## config.mk

```make
export PLATFORM = sky130hd
export DESIGN_NAME = osa_edit_distance
export DESIGN_NICKNAME = d
export VERILOG_FILES = /design/src/rtl/osa_pkg.sv /design/src/rtl/osa_ctrl.sv /design/src/rtl/osa_datapath.sv /design/src/rtl/osa_edit_distance.sv
export VERILOG_INCLUDE_DIRS = /design/src /design/src/rtl
export SDC_FILE = /design/constraint.sdc
export NUM_CORES = 1
export LEC_CHECK = 0
export BUFFER_PORTS_ARGS = -buffer_cell sky130_fd_sc_hd__buf_2
export CORE_AREA = 2 2 241 243
export DETAILED_ROUTE_END_ITERATION = 12
export DIE_AREA = 0 0 243 245
export GPL_ROUTABILITY_DRIVEN = 0
export GPL_TIMING_DRIVEN = 0
export PLACE_DENSITY_LB_ADDON = 0.05
export SLEW_MARGIN = 10
export SYNTH_ARGS = -nofsm -noshare
export SYNTH_HDL_FRONTEND = slang
export SYNTH_SLANG_ARGS = --single-unit
```

## constraint.sdc

```tcl
create_clock -name clock -period 7.7 [get_ports clock]
set_input_delay 0.77 -clock clock [delete_from_list [all_inputs] [get_ports clock]]
set_output_delay 0.77 -clock clock [all_outputs]
set_load 0.02 [all_outputs]
```

## src/rtl/osa_edit_distance_macros.svh

```systemverilog
// Assertion macros for the optimal string alignment distance engine.
// Used by the top level; depends on nothing else.
`ifndef OSA_EDIT_DISTANCE_MACROS_SVH
`define OSA_EDIT_DISTANCE_MACROS_SVH

// Checks a property on the rising clock edge, ignored while reset is high.
`define OSA_ASSERT(label, prop, msg) \
   label: assert property (@(posedge clock) disable iff (reset) prop) \
      else $error(msg);

// Checks a property on the rising clock edge, also during reset.
`define OSA_ASSERT_ALWAYS(label, prop, msg) \
   label: assert property (@(posedge clock) prop) else $error(msg);

`endif

```

## src/rtl/osa_pkg.sv

```systemverilog
// Shared types and constants of the optimal string alignment distance engine.
// Used by the controller, the datapath and the top level; depends on nothing.
package osa_pkg;

   // Field widths of the request and response channels.
   localparam int KIND_W = 2;
   localparam int CHAR_W = 8;
   localparam int DIST_W = 6;

   // Default string capacity and the largest distance that fits the response.
   localparam int MAX_LEN_DEFAULT = 32;
   localparam logic [DIST_W-1:0] DIST_SAT = '1;

   // Request kinds.
   localparam logic [KIND_W-1:0] KIND_FIRST  = 2'd0;
   localparam logic [KIND_W-1:0] KIND_SECOND = 2'd1;
   localparam logic [KIND_W-1:0] KIND_FINISH = 2'd2;

   // Commands from the controller to the datapath.
   typedef struct packed {
      logic store_first;
      logic set_ovf;
      logic row_begin;
      logic row_step;
      logic fin_read;
      logic fin_out;
   } osa_cmd_type;

   // Status from the datapath to the controller.
   typedef struct packed {
      logic second_empty;
      logic first_full;
      logic second_full;
      logic cell_last;
   } osa_status_type;

endpackage

```

## src/rtl/osa_ctrl.sv

```systemverilog
// Controller state machine of the optimal string alignment distance engine.
// Depends on osa_pkg for the request kinds and the command and status structs.
module osa_ctrl (
   input  logic                          clock,
   input  logic                          reset,
   input  logic                          start,
   input  logic [osa_pkg::KIND_W-1:0]    req_kind,
   input  osa_pkg::osa_status_type       status,
   output osa_pkg::osa_cmd_type          cmd,
   output logic                          busy
);

   localparam logic [1:0] S_IDLE = 2'd0;
   localparam logic [1:0] S_ROW  = 2'd1;
   localparam logic [1:0] S_FIN  = 2'd2;

   logic [1:0] state_ff;
   logic [1:0] state_in;

   // Decode a request transfer and sequence the row walk and the finish.
   always_comb begin
      cmd      = '0;
      state_in = state_ff;
      case (state_ff)
         S_IDLE: begin
            if (start) begin
               case (req_kind)
                  osa_pkg::KIND_FIRST: begin
                     // First-string bytes are ignored once the second string has begun.
                     if (status.second_empty) begin
                        if (status.first_full) begin
                           cmd.set_ovf = 1'b1;
                        end else begin
                           cmd.store_first = 1'b1;
                        end
                     end
                  end
                  osa_pkg::KIND_SECOND: begin
                     if (status.second_full) begin
                        cmd.set_ovf = 1'b1;
                     end else begin
                        cmd.row_begin = 1'b1;
                        state_in      = S_ROW;
                     end
                  end
                  osa_pkg::KIND_FINISH: begin
                     cmd.fin_read = 1'b1;
                     state_in     = S_FIN;
                  end
                  default: begin
                  end
               endcase
            end
         end
         S_ROW: begin
            cmd.row_step = 1'b1;
            if (status.cell_last) begin
               state_in = S_IDLE;
            end
         end
         S_FIN: begin
            cmd.fin_out = 1'b1;
            state_in    = S_IDLE;
         end
         default: begin
            state_in = S_IDLE;
         end
      endcase
   end

   // State register.
   always_ff @(posedge clock) begin
      if (reset) begin
         state_ff <= S_IDLE;
      end else begin
         state_ff <= state_in;
      end
   end

   assign busy = (state_ff != S_IDLE);

endmodule

```

## src/rtl/osa_datapath.sv

```systemverilog
// Datapath of the optimal string alignment distance engine: string and row
// memories, the cell update and the response registers. Depends on osa_pkg.
module osa_datapath #(
   parameter int MAX_LEN = osa_pkg::MAX_LEN_DEFAULT
) (
   input  logic                          clock,
   input  logic                          reset,
   input  logic [osa_pkg::CHAR_W-1:0]    req_char_code,
   input  osa_pkg::osa_cmd_type          cmd,
   output osa_pkg::osa_status_type       status,
   output logic                          rsp_valid,
   output logic [osa_pkg::DIST_W-1:0]    rsp_distance,
   output logic                          rsp_overflow
);

   // Lengths, row indexes and row values all range over 0 to MAX_LEN.
   localparam int LW = $clog2(MAX_LEN + 1);
   localparam int AW = $clog2(MAX_LEN);
   localparam int CW = osa_pkg::CHAR_W;

   // Memories: the first string and the last two rows.
   logic [CW-1:0] first_mem  [MAX_LEN];
   logic [LW-1:0] last_mem   [MAX_LEN+1];
   logic [LW-1:0] before_mem [MAX_LEN+1];

   // Pair state.
   logic [LW-1:0] first_len_ff;
   logic [LW-1:0] second_len_ff;
   logic [CW-1:0] prev_char_ff;
   logic          ovf_ff;
   logic [CW-1:0] char_ff;

   // Row walk: cell index and the registered read data.
   logic [LW-1:0] cidx_ff;
   logic [LW-1:0] rd_idx_ff;
   logic          use_init_ff;
   logic [LW-1:0] last_rd_ff;
   logic [LW-1:0] before_rd_ff;
   logic [CW-1:0] first_rd_ff;

   // Values of the previous cells kept along the walk.
   logic [LW-1:0] prev_last_ff;
   logic [LW-1:0] prev_fresh_ff;
   logic [CW-1:0] prev_a_ff;
   logic [LW-1:0] before_d1_ff;
   logic [LW-1:0] before_d2_ff;

   // Response registers.
   logic                       rsp_valid_ff;
   logic [osa_pkg::DIST_W-1:0] rsp_distance_ff;
   logic                       rsp_overflow_ff;

   logic          rd_en;
   logic [LW-1:0] rd_addr;
   logic          fc_rd_en;
   logic [LW-1:0] last_val;
   logic [LW-1:0] j_val;
   logic [LW:0]   del_c;
   logic [LW:0]   ins_c;
   logic [LW:0]   sub_c;
   logic [LW:0]   trn_c;
   logic [LW:0]   best_a;
   logic [LW:0]   best_b;
   logic [LW:0]   best_c;
   logic          trn_ok;
   logic [LW-1:0] cell_val;
   logic [8:0]    dist_wide;

   // Status for the controller.
   assign status.second_empty = (second_len_ff == '0);
   assign status.first_full   = (first_len_ff == LW'(MAX_LEN));
   assign status.second_full  = (second_len_ff == LW'(MAX_LEN));
   assign status.cell_last    = (cidx_ff == first_len_ff);

   // Read address: cell 0 on row start, the final entry on finish, else the next cell.
   always_comb begin
      rd_en    = cmd.row_begin | cmd.fin_read | (cmd.row_step & ~status.cell_last);
      fc_rd_en = cmd.row_step & ~status.cell_last;
      if (cmd.row_begin) begin
         rd_addr = '0;
      end else if (cmd.fin_read) begin
         rd_addr = first_len_ff;
      end else begin
         rd_addr = cidx_ff + 1'b1;
      end
   end

   // The last row reads as its initial value until a second-string byte is in.
   assign last_val = use_init_ff ? rd_idx_ff : last_rd_ff;
   assign j_val    = second_len_ff + 1'b1;

   // Cell update: deletion, insertion, substitution and adjacent transposition.
   always_comb begin
      del_c  = {1'b0, last_val} + 1'b1;
      ins_c  = {1'b0, prev_fresh_ff} + 1'b1;
      sub_c  = {1'b0, prev_last_ff} + {{LW{1'b0}}, (first_rd_ff != char_ff)};
      trn_c  = {1'b0, before_d2_ff} + 1'b1;
      trn_ok = (cidx_ff > LW'(1)) && !status.second_empty &&
               (first_rd_ff == prev_char_ff) && (prev_a_ff == char_ff);
      best_a = (del_c < ins_c) ? del_c : ins_c;
      best_b = (sub_c < best_a) ? sub_c : best_a;
      best_c = (trn_ok && (trn_c < best_b)) ? trn_c : best_b;
      if (cidx_ff == '0) begin
         cell_val = j_val;
      end else begin
         cell_val = best_c[LW-1:0];
      end
   end

   // Widen the final entry for the saturation compare.
   assign dist_wide = 9'(last_val);

   // Memory writes and registered reads.
   always_ff @(posedge clock) begin
      if (cmd.store_first) begin
         first_mem[first_len_ff[AW-1:0]] <= req_char_code;
      end
      if (cmd.row_step) begin
         last_mem[cidx_ff]   <= cell_val;
         before_mem[cidx_ff] <= last_val;
      end
      if (rd_en) begin
         last_rd_ff   <= last_mem[rd_addr];
         before_rd_ff <= before_mem[rd_addr];
         rd_idx_ff    <= rd_addr;
         use_init_ff  <= status.second_empty;
      end
      if (fc_rd_en) begin
         first_rd_ff <= first_mem[cidx_ff[AW-1:0]];
      end
   end

   // Walk registers: cell index and the values of the cells behind it.
   always_ff @(posedge clock) begin
      if (cmd.row_begin) begin
         cidx_ff <= '0;
         char_ff <= req_char_code;
      end else if (cmd.row_step) begin
         cidx_ff       <= cidx_ff + 1'b1;
         prev_last_ff  <= last_val;
         prev_fresh_ff <= cell_val;
         prev_a_ff     <= first_rd_ff;
         before_d1_ff  <= before_rd_ff;
         before_d2_ff  <= before_d1_ff;
      end
   end

   // Pair state: lengths, previous second-string byte and the overflow flag.
   always_ff @(posedge clock) begin
      if (reset || cmd.fin_out) begin
         first_len_ff  <= '0;
         second_len_ff <= '0;
         prev_char_ff  <= '0;
         ovf_ff        <= 1'b0;
      end else begin
         if (cmd.store_first) begin
            first_len_ff <= first_len_ff + 1'b1;
         end
         if (cmd.set_ovf) begin
            ovf_ff <= 1'b1;
         end
         if (cmd.row_step && status.cell_last) begin
            second_len_ff <= j_val;
            prev_char_ff  <= char_ff;
         end
      end
   end

   // Response strobe and payload, shown for one cycle after a finish.
   always_ff @(posedge clock) begin
      if (reset) begin
         rsp_valid_ff <= 1'b0;
      end else begin
         rsp_valid_ff <= cmd.fin_out;
      end
      if (cmd.fin_out) begin
         if (dist_wide > 9'(osa_pkg::DIST_SAT)) begin
            rsp_distance_ff <= osa_pkg::DIST_SAT;
         end else begin
            rsp_distance_ff <= dist_wide[osa_pkg::DIST_W-1:0];
         end
         rsp_overflow_ff <= ovf_ff;
      end
   end

   assign rsp_valid    = rsp_valid_ff;
   assign rsp_distance = rsp_distance_ff;
   assign rsp_overflow = rsp_overflow_ff;

endmodule

```

## src/rtl/osa_edit_distance.sv

```systemverilog
// Optimal string alignment distance engine, top level: controller and datapath.
// Depends on osa_pkg, osa_ctrl, osa_datapath and osa_edit_distance_macros.svh.
// A first-string byte is taken without raising busy; a second-string byte starts
// a row walk of one cell per cycle through the single read port of the row
// memories; a finish reads the final entry and strobes its result on rsp_valid
// for one cycle once busy has fallen. Results cannot be stalled.
// Reset is synchronous and active high: it empties both strings and clears the flag.
module osa_edit_distance #(
   parameter int MAX_LEN = osa_pkg::MAX_LEN_DEFAULT
) (
   input  logic                          clock,
   input  logic                          reset,
   input  logic                          start,
   output logic                          busy,
   input  logic [osa_pkg::KIND_W-1:0]    req_kind,
   input  logic [osa_pkg::CHAR_W-1:0]    req_char_code,
   output logic                          rsp_valid,
   output logic [osa_pkg::DIST_W-1:0]    rsp_distance,
   output logic                          rsp_overflow
);

`include "osa_edit_distance_macros.svh"

   osa_pkg::osa_cmd_type    cmd;
   osa_pkg::osa_status_type status;

   // Controller: decodes request transfers and sequences the row walk.
   osa_ctrl u_ctrl (
      .clock    (clock),
      .reset    (reset),
      .start    (start),
      .req_kind (req_kind),
      .status   (status),
      .cmd      (cmd),
      .busy     (busy)
   );

   // Datapath: memories, cell update and response registers.
   osa_datapath #(
      .MAX_LEN (MAX_LEN)
   ) u_datapath (
      .clock         (clock),
      .reset         (reset),
      .req_char_code (req_char_code),
      .cmd           (cmd),
      .status        (status),
      .rsp_valid     (rsp_valid),
      .rsp_distance  (rsp_distance),
      .rsp_overflow  (rsp_overflow)
   );

   // A result follows a busy cycle and the block is free again when it shows.
   `OSA_ASSERT(a_rsp_after_busy, rsp_valid |-> ($past(busy) && !busy), "result without finish")
   // Every finish gives exactly one strobe.
   `OSA_ASSERT(a_rsp_single, rsp_valid |=> !rsp_valid, "result strobe repeated")
   // An accepted finish occupies the block for the next cycle.
   `OSA_ASSERT(a_fin_busy, (start && !busy && req_kind == osa_pkg::KIND_FINISH) |=> busy, "finish not started")
   // No row walk starts unless a second-string byte is taken.
   `OSA_ASSERT_ALWAYS(a_row_cmd, cmd.row_begin |-> (start && !busy && req_kind == osa_pkg::KIND_SECOND), "row walk without request")

endmodule
```

==> results.toml <==
[placement]
io_buffers = 21
dp.final_hpwl_um = 57900
dp.cells = 2970

[drt]
drt_iter0_markers = 2538
antenna_left = 0
viasPerCell = 6.35
post-route-drc-count = 0
avgRoutedWirePerCell_um = 28.1
first_pass_iters = 6
dr_total_vias = 20000
wirelength_um = 88400

[critical_path]
critPathLaunchType = "register"
crit_fanout = 10
crit_top_cell = "a21o_1"
crit_required_ns = 8.05
arrival_ns = 7.79
critPathKind = "register to register"
cp-end-kind = "register"
cp_slowest_cell = "edfxtp_1"
crit_path_max_incr_delay_ns = 0.47

[yosys]
syn_area_um2 = 31000
synth.distinct_cells = 66
ys_seq_area_share_pct = 72.3
synthesis.nets = 2217
synth_edf_count = 726
netlist_instances = 2169
yosysTopAreaCell = "edfxtp_1"
yosys.area.top_type_share_pct = 70.4
ys_seq_elements = 756
synthFlopType = "edfxtp_1"
yosysWarnings = 0
synthArstFlopShare_pct = 0
syn_avg_cell_area_um2 = 14.3
synth_area_leaders = "edfxtp_1, nand2_1, nor2_1, dfxtp_1, mux2i_1"

[outcome]
status = "complete, no violations"

[timing]
fin_tns_setup_ns = 0
setup_viol = 0
finalHoldViolations = 0
drv_slew = 0
fmax_mhz = 134
finalCritPeriodShare_pct = 96.6
finalClockSkew_ns = 0.0251
fin_crit_ns = 7.44
tightestPinTransition_ns = 1.27
slew_headroom_pct = 14.9

[worst_hold_path]
hp-class = "input pin to register"

[power]
peakVddDrop_v = 0.000192
leakage_nw = 11.6
power_density_nw_per_um2 = 351

[finish]
nFillCells = 4451
syn2layout_area_growth_pct = 13.4
final_cells = 3146
nets = 2366
drive_gt1_share_pct = 12.0

[floorplanning]
core-area_um2 = 57000
num_io_pins = 22
die_h_um = 245
die_w_um = 243
start_util_pct = 54.3
rows = 88
dieArea_um2 = 59500

[global_routing]
grt_pass1_wl_um = 128000
gr-total-overflow = 0
antenna_found_initial = 1
grt_pass1_vias = 19100
track_usage_pct = 29.7
grt_max_degree = 40

[clock_network]
cts.sinks = 756
cts_buffers = 78
cts-root-buf = "clkbuf_16"
worstSkewPairLatency_ns = 0.62
cts_buffer_depth = 3
clk_pin_slew_ns = 0.06
hold_buffers = 0
h-tree-depth = 3
cts_tree = "built"

[run]
drv_cap = 0
-- flip-flops by register name (all words and copies together) (netlist names), 8 cells and up --
name	cells
u_datapath.last_mem	198
u_datapath.first_rd_ff	8
u_datapath.first_mem	256
u_datapath.prev_char_ff	8
u_datapath.before_mem	198
u_datapath.prev_a_ff	8
u_datapath.char_ff	8
-- synth_stat cells, drive strengths merged, types with 8 or more instances --
| cell | number |
|---|---|
| a311oi | 33 |
| clkbuf | 86 |
| o211ai | 20 |
| a21oi | 72 |
| o221ai | 28 |
| mux2i | 56 |
| o22ai | 11 |
| inv | 34 |
| a31oi | 31 |
| o21ai | 69 |
| xor2 | 43 |
| mux4 | 14 |
| edfxtp | 726 |
| a22oi | 29 |
| mux2 | 25 |
| xnor2 | 23 |
| nor2 | 182 |
| and3 | 31 |
| nand2 | 243 |
| dfxtp | 30 |
| nand4 | 16 |
| a221oi | 31 |
| nand2b | 8 |
| a211oi | 62 |
| nor3 | 28 |
| ha | 35 |
| buf | 38 |
| nand3 | 92 |
| a211o | 12 |
-- logic make-up (layout without fill, tap and decap cells) --
kind of cell | after synthesis | after routing | share of synthesized area [%]
DFF | 756 | 756 | 72.3
and+or+nand+nor | 631 | 631 | 8.96
AOI/OAI and AO/OA | 423 | 423 | 9.53
buffers and inverters | 162 | 369 | 2.07
muxes | 95 | 99 | 3.81
xor gates and xnor gates | 66 | 66 | 1.87
adders and majority gates | 36 | 36 | 1.45
other | 0 | 1 | 0
-- critical path, delay by kind of cell, from the launching register on --
kind / cells / cell delay, ns
AO/OA/AOI/OAI: 10 / 1.89
adder cells (fa/ha/maj): 5 / 1.55
multiplexers: 3 / 1.06
AND/OR/NAND/NOR: 4 / 1.06
buffers and inverters: 6 / 0.92
flip-flops: 1 / 0.47
XOR/XNOR: 1 / 0.19
-- per-stage QoR --
stage	power (mW)	setup slack (ns)	hold WS (ns)	util [%]	cell area [um^2]
after floorplan	6.97	-0.0830	0.400	-	31000
after global placement	8.37	-2.84	0.407	56.2	32100
after detailed placement	8.52	-1.40	0.406	56.5	32200
after CTS	12.2	0.0106	0.343	61.2	34900
after global routing	12.7	-0.0254	0.356	61.6	35100
final	12.3	0.258	0.374	61.6	35100
-- path summary, 6_finish.rpt --
| kind | end | cells after the start | startpoint | slack (ns) |
|---|---|---|---|---|
| worst max-delay path | u_datapath.last_mem[17][1] | 29 | u_datapath.use_init_ff | 0.26 |
| worst min-delay path | u_datapath.rsp_valid | 2 | reset | 0.37 |
| worst min register to register | u_datapath.before_d1_ff[2] | 0 | u_datapath.before_rd_ff[2] | 0.42 |
| worst max register to register | u_datapath.last_mem[17][1] | 29 | u_datapath.use_init_ff | 0.26 |
-- routing by layer --
metal  vias up  wire (um)  global-route usage (%)  share of wire (%)
li1       8687          -                       -                  -
met1     10000      36400                    42.8                 41
met4         0       3180                    11.1                3.6
met3       186       9300                    6.68                 11
met5         -          0                       0                  0
met2      1066      39500                    44.6                 45
-- repair_timing --
item | in CTS | in global routing
endpoints found under the setup margin | 204 | 144
pin swaps | 4 | 9
resized for setup | 17 | 11
gates cloned | 2 | 2
setup buffers | 14 | 15
-- cell type report --
type / count / area, um^2 / share of cell area [%]
buffer: 124 / 502 / 1.43
tap: 765 / 957 / 2.72
timing repair buffer: 65 / 490 / 1.40
clock buffer: 93 / 2050 / 5.84
antenna: 1 / 2.50 / 0.00712
inverter: 38 / 144 / 0.410
sequential: 756 / 22400 / 63.8
clock inverter: 49 / 353 / 1.00
multi-input combinational: 1255 / 8230 / 23.4
-- power by group --
group	total [mW]	switching [mW]	leakage [nW]	internal (mW)
Clock	3.58	1.54	1.17	2.04
Sequential	5.00	0.0592	6.80	4.94
Combinational	3.74	2.65	3.60	1.09
Total	12.3	4.25	11.6	8.07
-- cells in the final DEF, fill, tap and decap left out, drive strengths merged, types with 23 or more instances in the layout --
cell type / synthesis / final
a211oi: 62 / 62
a21oi: 72 / 72
a221oi: 31 / 31
a22oi: 29 / 29
a311oi: 33 / 33
a31oi: 31 / 31
and3: 31 / 31
buf: 38 / 103
clkbuf: 86 / 179
clkinv: 4 / 42
dfxtp: 30 / 30
edfxtp: 726 / 726
ha: 35 / 35
inv: 34 / 37
mux2: 25 / 29
mux2i: 56 / 56
nand2: 243 / 243
nand3: 92 / 92
nor2: 182 / 182
nor3: 28 / 28
o21ai: 69 / 69
o221ai: 28 / 28
xnor2: 23 / 23
xor2: 43 / 43
Power figures use the tool's default switching activity.
